`config.mk`:
```
export PLATFORM = sky130hd
export DESIGN_NAME = per_user_key_table_unit
export DESIGN_NICKNAME = d
export VERILOG_FILES = /design/src/rtl/pkut_pkg.sv /design/src/rtl/pkut_cell.sv /design/src/rtl/per_user_key_table_unit.sv
export SDC_FILE = /design/constraint.sdc
export NUM_CORES = 2
export LEC_CHECK = 0
export CAP_MARGIN = 25
export CORE_MARGIN = 3
export CORE_UTILIZATION = 42
export CTS_CLUSTER_DIAMETER = 200
export DETAILED_ROUTE_END_ITERATION = 10
export DONT_BUFFER_PORTS = 1
export GPL_ROUTABILITY_DRIVEN = 0
export GPL_TIMING_DRIVEN = 0
export PLACE_DENSITY = 0.63
export SLEW_MARGIN = 0
export SYNTH_ARGS = -nofsm -noshare
export SYNTH_HDL_FRONTEND = slang
export SYNTH_SLANG_ARGS = --single-unit
```
`constraint.sdc`:
```
create_clock -name clk -period 6.8 [get_ports clk]
set_input_delay 1.02 -clock clk [delete_from_list [all_inputs] [get_ports clk]]
set_output_delay 1.02 -clock clk [all_outputs]
set_load 0.02 [all_outputs]
```
`src/rtl/pkut_pkg.sv`:
```
// Shared types and constants for the per-user key table.
package pkut_pkg;

  localparam int ENTRIES = 16;
  localparam int KEY_W   = 32;
  localparam int UID_W   = 32;

  typedef enum logic {
    OP_SET = 1'b0,
    OP_GET = 1'b1
  } op_t;

  typedef struct packed {
    op_t              op;
    logic [UID_W-1:0] user_id;
    logic [KEY_W-1:0] key_low;
    logic [KEY_W-1:0] key_high;
  } req_t;

  // Per-cycle strobes broadcast from the sequencer to every cell.
  typedef struct packed {
    logic cmp;
    logic scan;
    logic write;
    logic any_hit;
  } ctrl_t;

  // Data passed from one cell to the next, lowest slot first.
  typedef struct packed {
    logic             hit_seen;
    logic             free_seen;
    logic [KEY_W-1:0] key_low;
    logic [KEY_W-1:0] key_high;
  } link_t;

endpackage

```
`src/rtl/pkut_cell.sv`:
```
// One table slot: owner, key words and valid mark, with its link in the priority chain.
module pkut_cell
  import pkut_pkg::*;
(
  input  logic  clk,
  input  logic  rst,
  input  req_t  req,
  input  ctrl_t ctrl,
  input  link_t link_in,
  output link_t link_out
);

  logic [UID_W-1:0] owner;
  logic [KEY_W-1:0] key_low;
  logic [KEY_W-1:0] key_high;
  logic             valid;
  logic             hit;
  logic             free;
  logic             sel_hit;
  logic             sel_free;
  logic             first_hit;
  logic             first_free;
  logic             nonzero;

  assign first_hit  = hit && !link_in.hit_seen;
  assign first_free = free && !link_in.free_seen;
  assign nonzero    = (req.key_low != '0) || (req.key_high != '0);

  always_comb begin
    link_out.hit_seen  = link_in.hit_seen | hit;
    link_out.free_seen = link_in.free_seen | free;
    link_out.key_low   = link_in.key_low | (first_hit ? key_low : '0);
    link_out.key_high  = link_in.key_high | (first_hit ? key_high : '0);
  end

  always_ff @(posedge clk) begin
    if (rst) begin
      valid    <= 1'b0;
      hit      <= 1'b0;
      free     <= 1'b0;
      sel_hit  <= 1'b0;
      sel_free <= 1'b0;
    end else begin
      if (ctrl.cmp) begin
        hit  <= valid && (owner == req.user_id);
        free <= !valid;
      end
      if (ctrl.scan) begin
        sel_hit  <= first_hit;
        sel_free <= first_free;
      end
      if (ctrl.write && req.op == OP_SET) begin
        if (sel_hit) begin
          if (!nonzero) begin
            valid <= 1'b0;
          end
        end else if (!ctrl.any_hit && nonzero && sel_free) begin
          valid <= 1'b1;
        end
      end
    end
  end

  always_ff @(posedge clk) begin
    if (ctrl.write && req.op == OP_SET) begin
      if (sel_hit && nonzero) begin
        key_low  <= req.key_low;
        key_high <= req.key_high;
      end else if (!sel_hit && !ctrl.any_hit && nonzero && sel_free) begin
        owner    <= req.user_id;
        key_low  <= req.key_low;
        key_high <= req.key_high;
      end
    end
  end

endmodule

```
`src/rtl/per_user_key_table_unit.sv`:
```
// Top level of the per-user key table: request sequencer, cell chain and result register.
//
// A row of ENTRIES cells, one per slot, each holding an owner id, two key
// words and a valid mark. A request is latched at acceptance and its result
// appears on the master side after these steps in order: compare in every
// cell, a scan along the cell chain that picks the lowest matching and lowest
// free slot and gathers the matching keys, then the write-back into the
// chosen cell together with loading the result register. The scan is a
// ripple through the chain, so its length sets the clock; the four-state
// sequencer takes no new request until it is back in idle. A new request is
// taken while an earlier result still waits on the master side; the
// write-back stalls only if that result has not been taken by then. Reset
// clears all valid marks.
module per_user_key_table_unit
  import pkut_pkg::*;
(
  input  logic        clk,
  input  logic        rst,
  input  logic        s_tvalid,
  output logic        s_tready,
  input  logic [95:0] s_tdata,   // user_id[31:0], key_low[63:32], key_high[95:64]
  input  logic [0:0]  s_tuser,   // op
  output logic        m_tvalid,
  input  logic        m_tready,
  output logic [71:0] m_tdata    // status[0], found[1], found_low[33:2],
                                 // found_high[65:34], zero fill
);

  typedef enum logic [3:0] {
    ST_IDLE  = 4'b0001,
    ST_CMP   = 4'b0010,
    ST_SCAN  = 4'b0100,
    ST_WRITE = 4'b1000
  } state_t;

  state_t           state;
  state_t           state_next;
  req_t             req;
  ctrl_t            ctrl;
  link_t            chain [ENTRIES+1];
  logic             any_hit;
  logic             any_free;
  logic [KEY_W-1:0] hit_low;
  logic [KEY_W-1:0] hit_high;
  logic             out_free;
  logic             advance;
  logic             nonzero;
  logic             res_status;
  logic             res_found;
  logic [KEY_W-1:0] res_low;
  logic [KEY_W-1:0] res_high;

  assign out_free = !m_tvalid || m_tready;
  assign advance  = (state == ST_WRITE) && out_free;
  assign s_tready = (state == ST_IDLE);
  assign nonzero  = (req.key_low != '0) || (req.key_high != '0);

  always_comb begin
    ctrl.cmp     = (state == ST_CMP);
    ctrl.scan    = (state == ST_SCAN);
    ctrl.write   = advance;
    ctrl.any_hit = any_hit;
  end

  assign chain[0] = '0;

  for (genvar i = 0; i < ENTRIES; i++) begin : g_cell
    pkut_cell u_cell (
      .clk      (clk),
      .rst      (rst),
      .req      (req),
      .ctrl     (ctrl),
      .link_in  (chain[i]),
      .link_out (chain[i+1])
    );
  end

  always_comb begin
    state_next = state;
    unique case (state)
      ST_IDLE:  if (s_tvalid) state_next = ST_CMP;
      ST_CMP:   state_next = ST_SCAN;
      ST_SCAN:  state_next = ST_WRITE;
      ST_WRITE: if (out_free) state_next = ST_IDLE;
      default:  state_next = ST_IDLE;
    endcase
  end

  always_ff @(posedge clk) begin
    if (rst) begin
      state    <= ST_IDLE;
      m_tvalid <= 1'b0;
    end else begin
      state <= state_next;
      if (advance) begin
        m_tvalid <= 1'b1;
      end else if (m_tready) begin
        m_tvalid <= 1'b0;
      end
    end
  end

  always_ff @(posedge clk) begin
    if (s_tvalid && s_tready) begin
      req.op       <= op_t'(s_tuser[0]);
      req.user_id  <= s_tdata[31:0];
      req.key_low  <= s_tdata[63:32];
      req.key_high <= s_tdata[95:64];
    end
    if (state == ST_SCAN) begin
      any_hit  <= chain[ENTRIES].hit_seen;
      any_free <= chain[ENTRIES].free_seen;
      hit_low  <= chain[ENTRIES].key_low;
      hit_high <= chain[ENTRIES].key_high;
    end
    if (advance) begin
      if (req.op == OP_GET) begin
        res_status <= 1'b0;
        res_found  <= any_hit;
        res_low    <= hit_low;
        res_high   <= hit_high;
      end else begin
        res_status <= !any_hit && nonzero && !any_free;
        res_found  <= 1'b0;
        res_low    <= '0;
        res_high   <= '0;
      end
    end
  end

  assign m_tdata = {6'd0, res_high, res_low, res_found, res_status};

endmodule
```
After elaboration in Yosys (flattened, before gate mapping):

Index checks and enable logic that the tools add are counted.
W data, S select, Z words.

* bitwise operators: 77
* equal/unequal tests: 38
* muxes and demuxes: 134
* reduce and logical (&&, ||, !) cells: 282

Operators with widths (number)
* $mux W32: 96
* $or A32 B32 Y32: 30
* $eq A32 B32 Y1: 16
* $logic_and A1 B1 Y1: 131
* $reduce_and A3 Y1: 32
* $reduce_bool A2 Y1: 33
* $logic_not A1 Y1: 65
* $reduce_bool A32 Y1: 2
* $ne A2 B2 Y1 const B: 18
* $mux W1: 35
* $reduce_and A2 Y1: 17
* $or A1 B1 Y1: 30
* $not A1 Y1: 17
* $pmux W4 S4: 1
* $mux W4: 2
* $eq A4 B1 Y1 const B: 1
* $eq A4 B2 Y1 const B: 1
* $eq A4 B3 Y1 const B: 1
* $eq A4 B4 Y1 const B: 1
* $logic_or A1 B1 Y1: 2

* register bits: 1850
* word-level logic and storage cells: 673

Depth between registers and ports, before layout:

* depth after elaboration: 18
* depth in mapped cells: 10
* gate-level depth less buffers: 5

Hierarchy:

Synthesis repeated with hierarchy kept, for this count alone.

* cells, all modules: 4488
* area total of the unflattened synthesis: 73520.5 um^2

Modules (own cells, without submodules)
* pkut_cell: cells each 258, area each 4111.4 um^2, instances 16, seq. area each 2982.9 um^2
* per_user_key_table_unit: cells each 360, area each 7737.4 um^2, instances 1, seq. area each 6976.7 um^2

Least setup slack after synthesis:

OpenSTA, ideal clock, no wires.

* path type: input-to-reg
* start: input port m_tready
* end: register g_cell[0].u_cell.key_high[0], enable pin
* data required time: 6.314 ns
* path slack: 1.908 ns
* path buffers: 2
* setup time: 0.486 ns
* cell stages on the path: 6
* data arrival time: 4.406 ns
* path through: nor2b_1 -> nor3_4 -> buf_6 -> nand2_2 -> buf_4 -> nor2_1

* word-level cells in the longest chain between the ends: 4

RTL lines
* start: declaration: RTL line per_user_key_table_unit.sv:24 `input logic m_tready,`
* $logic_or A1 B1 Y1: RTL line per_user_key_table_unit.sv:53 `assign out_free = !m_tvalid || m_tready;`
* $logic_and A1 B1 Y1: RTL line per_user_key_table_unit.sv:54 `assign advance = (state == ST_WRITE) && out_free;`
* $logic_and A1 B1 Y1: RTL line pkut_cell.sv:65 `if (ctrl.write && req.op == OP_SET) begin`
* $reduce_and A2 Y1 (no source line)
* end signal: assignment: RTL line pkut_cell.sv:68 `key_high <= req.key_high;`
* end signal: assignment: RTL line pkut_cell.sv:72 `key_high <= req.key_high;`
* end: declaration: RTL line pkut_cell.sv:15 `logic [KEY_W-1:0] key_high;`

No other way between the ends.
A chain may end at the register's enable or synchronous reset.

Final worst setup path:

* start: register req[63] (netlist name)
* end: register g_cell[2].u_cell.key_high[2], enable pin

* word-level cells in the longest chain between the ends: 6

RTL lines
* $reduce_bool A32 Y1 (*): RTL line pkut_cell.sv:27 `assign nonzero = (req.key_low != '0) || (req.key_high != '0);`
* $logic_or A1 B1 Y1 (*): RTL line pkut_cell.sv:27
* $logic_and A1 B1 Y1 (2 in a row): RTL line pkut_cell.sv:69 `end else if (!sel_hit && !ctrl.any_hit && nonzero && sel_free) begin`
* $reduce_bool A2 Y1 (no source line) (*)
* $reduce_and A2 Y1 (no source line) (*)
* end signal: assignment: RTL line pkut_cell.sv:68
* end signal: assignment: RTL line pkut_cell.sv:72
* end: declaration: RTL line pkut_cell.sv:15

Mark *: on every way between the ends. The rest lies on a longest branch, timed or not.

==> summary.txt <==
Worst setup path
  – Worst Path Required: 7350 ps
  – Worst Setup End Kind: flip-flop
  – Worst Setup Start Kind: flip-flop
  – WS Path Type: flip-flop to flip-flop
  – CP Max Fanout: 23
  – Worst EP arrival: 5050 ps

Yosys
  – Post-synthesis cell type count: 51
  – Syn Inst Count: 4,480
  – Most common flop cell mapped by yosys: edfxtp_1
  – Mux cell area share after synthesis: 0%
  – Synth top area share: 74.55%
  – Adder-cell share of the synthesized area: 0%
  – Post-synthesis compound-gate area fraction: 7.505%
  – Avg Cell Area, Syn: 15.87 um2
  – Largest family of logic cells by synthesized area: compound AO/OA/AOI/OAI gates
  – Post-synthesis simple-gate area fraction: 7.469%
  – Count leader, synth: edfxtp_1
  – Flop and latch count out of synthesis: 1,850
  – Top cells by area, synth: edfxtp_1 (75%), xnor2_1 (4.1%), dfxtp_1 (2.4%)
  – Post-synthesis xor/xnor area fraction: 6.308%
  – Number of flops mapped to enable cells by yosys: 1,765
  – Syn. warnings: 0
  – Synth top cells by count: edfxtp_1 (1,765), nand2_1 (442), xnor2_1 (336)
  – Asr flop ratio synth: 0%
  – Seq/Total Area, Yosys: 76.95%
  – Syn Std Cell Area: 0.07109 mm2
  – Cell taking the most area after synthesis: edfxtp_1

CTS
  – CTS resizes: 0
  – Postcts setup bufs: 0
  – Num CTS Buffers: 186
  – Largest buffer count on any clock path: 3
  – Clock transition at the registers of the reported paths: 60 ps
  – Clk Latency, worst-skew pair: 820 ps
  – Clock Tree Root: clkbuf_16
  – Depth of the CTS H-tree: 4
  – TritonCTS clock tree: built
  – Cts hold-fix bufs: 0
  – Sink Count: 1,850

Power and ir drop
  – Max VDD drop: 273.1 uV
  – Pwr/cell area: 286.2 mW/mm2
  – LEAKAGE: 24.41 nW

Global routing
  – First-pass GRT wire length: 283,600 um
  – Met3 global-route usage: 4.278%
  – Grt met1 use: 30.06%
  – Number of global-route vias before repair: 39,900
  – Total track usage: 22.45%
  – Met2 usage: 36.49%
  – Largest net degree at the start of global routing: 44
  – Grt total ovfl: 0
  – Antenna violations before repair: 33
  – Grt peak-use layer: met2

Min path
  – Class of the worst hold path: input port to flip-flop

STA
  – RSZ-0062 raised after global routing: no
  – Final WS setup: 2299 ps
  – Hold Vio Cnt, Final: 0
  – Period minus WS final: 4501 ps
  – Pins Over Slew Limit: 0
  – Slew at the pin with the worst max-slew slack: 1160 ps
  – Worst Hold Slack: 292.6 ps
  – Slew HR: 21.96%
  – Final setup violating endpoints: 0
  – Final setup skew: 45.74 ps
  – Final worst-path cycle share: 66.19%
  – Max Freq: 0.2222 GHz

Layout
  – Area growth syn-to-layout: 14.83%
  – Final nets: 4,862
  – Post-layout util: 48.71%
  – Layout cell share with drive strength beyond 1: 9.194%
  – Filler cell count: 14,020

Drt
  – Post-route DRC: 0
  – Router iterations before antenna repair: 5
  – Vias: 40,800
  – Antenna violation net count after detailed routing: 0
  – Iter 0 DRT Violations: 4,796
  – Vias per cell: 5.725
  – Total wire length: 198,300 um
  – Wirelength per Cell: 27.82 um

Placed design
  – Port bufs: 0
  – Pre-CTS WS: 2366 ps
  – Detailed Place HPWL: 132,500 um

Run status
  – Status: finished clean

Floorplan
  – Core area: 0.1676 mm2
  – Total I/O pin count: 175
  – Initial core utilization: 42.42%
  – Die ar.: 0.1742 mm2
  – Die height: 417.4 um
  – Die outline width: 417.4 um
  – FP Rows: 150

Flow run
  – Max_cap viols: 0
[flip-flops by register name, summed over array words and instances, names as in the netlist]
signal,cells
any_free,1
any_hit,1
g_cell.u_cell.free,16
g_cell.u_cell.hit,16
g_cell.u_cell.key_high,512
g_cell.u_cell.key_low,512
g_cell.u_cell.owner,512
g_cell.u_cell.sel_free,16
g_cell.u_cell.sel_hit,16
g_cell.u_cell.valid,16
hit_high,32
hit_low,32
m_tvalid,1
req,97
res_found,1
res_high,32
res_low,32
res_status,1
state,4
[layer usage]
| metal | part of all wire (%) | vias to the layer above |
|---|---|---|
| met1 | 40 | 20830 |
| met3 | 8.1 | 397 |
| met4 | 4.1 | 8 |
| met2 | 48 | 1873 |
| met5 | 0.026 | - |
| li1 | - | 17700 |
[final timing paths]
path | startpoint | endpoint | slack [ps] | cells after the start
worst max-delay path | req[63] | g_cell[2].u_cell.key_high[2] | 2300 | 9
worst min-delay path | s_tdata[78] | req[14] | 290 | 0
worst max register to register | req[63] | g_cell[2].u_cell.key_high[2] | 2300 | 9
worst min register to register | g_cell[4].u_cell.sel_free | g_cell[4].u_cell.sel_free | 480 | 2
[worst max-delay path, stage by stage, from the launching register on]
cell and delay (ps):
edfxtp_1 720, nor4_1 980, nand4_1 200, or4_1 620, buf_2 280, nand2_2 330, buf_4 380, nor2_4 230
buf_12 250, buf_12 200
[final cells by class]
cell class	count	area, um2	area share, %
plain buffers	288	1232	1.510
clock buffers	252	4990	6.113
flip-flops and latches	1850	54700	67.01
inverters	7	26.28	0.03219
diodes	7	17.52	0.02146
well taps	2204	2758	3.378
multi-input cells	2340	15400	18.87
clock inverters	91	845.8	1.036
repair buffers	88	1657	2.029
[power by group]
group / internal, mW / switching, mW / total [mW]
sequential: 12.6 / 0.271 / 12.9
clock: 5.61 / 4.27 / 9.88
combinational: 0.205 / 0.394 / 0.599
[layout by cell type, fill, tap and decap left out, types with 7 or more instances in the layout]
master,netlist,routed
inv_6,0,10
nand4_1,105,105
buf_4,11,15
diode_2,0,7
clkbuf_1,214,269
nor2_1,87,59
o21ai_0,149,149
nor3_1,18,18
o211ai_1,114,114
nand3_1,87,87
buf_1,8,8
edfxtp_1,1765,1765
xnor2_1,336,336
bufinv_16,0,12
nor2b_1,83,83
buf_8,0,7
clkinv_1,1,40
buf_12,0,40
a21oi_1,60,60
nor2_4,0,28
a221oi_1,129,129
buf_6,6,20
o21ai_1,12,12
nand2_1,442,442
buf_2,48,51
nor4_1,67,66
a22oi_1,206,206
dfxtp_1,85,85
clkinv_2,0,22
nand2b_1,66,66
buf_16,0,20
o31ai_1,76,76
and2_1,68,67
xor2_1,176,176
clkbuf_16,0,187
[logic make-up (layout without fill, tap and decap cells)]
family	Yosys count	after routing
other	1	13
buffers and inverters	295	726
XOR/XNOR	512	512
AO/OA/AOI/OAI	760	760
AND/OR/NAND/NOR	1062	1062
flip-flops	1850	1850
[through the flow]
| stage | power [mW] | instance area, um2 | cells | TNS, ps |
|---|---|---|---|---|
| 3_3_place_gp | 13.68 | 73870 | 6689 | -1238920 |
| 2_1_floorplan | 13.33 | 71110 | 4485 | 0 |
| 5_1_grt | 23.98 | 81620 | 7122 | 0 |
| 6_report | 23.36 | 81630 | 7127 | 0 |
| 3_5_place_dp | 13.72 | 75720 | 6773 | 0 |
| 4_1_cts | 23.49 | 81550 | 7116 | 0 |
No activity file was read; power rests on OpenSTA's default activity.
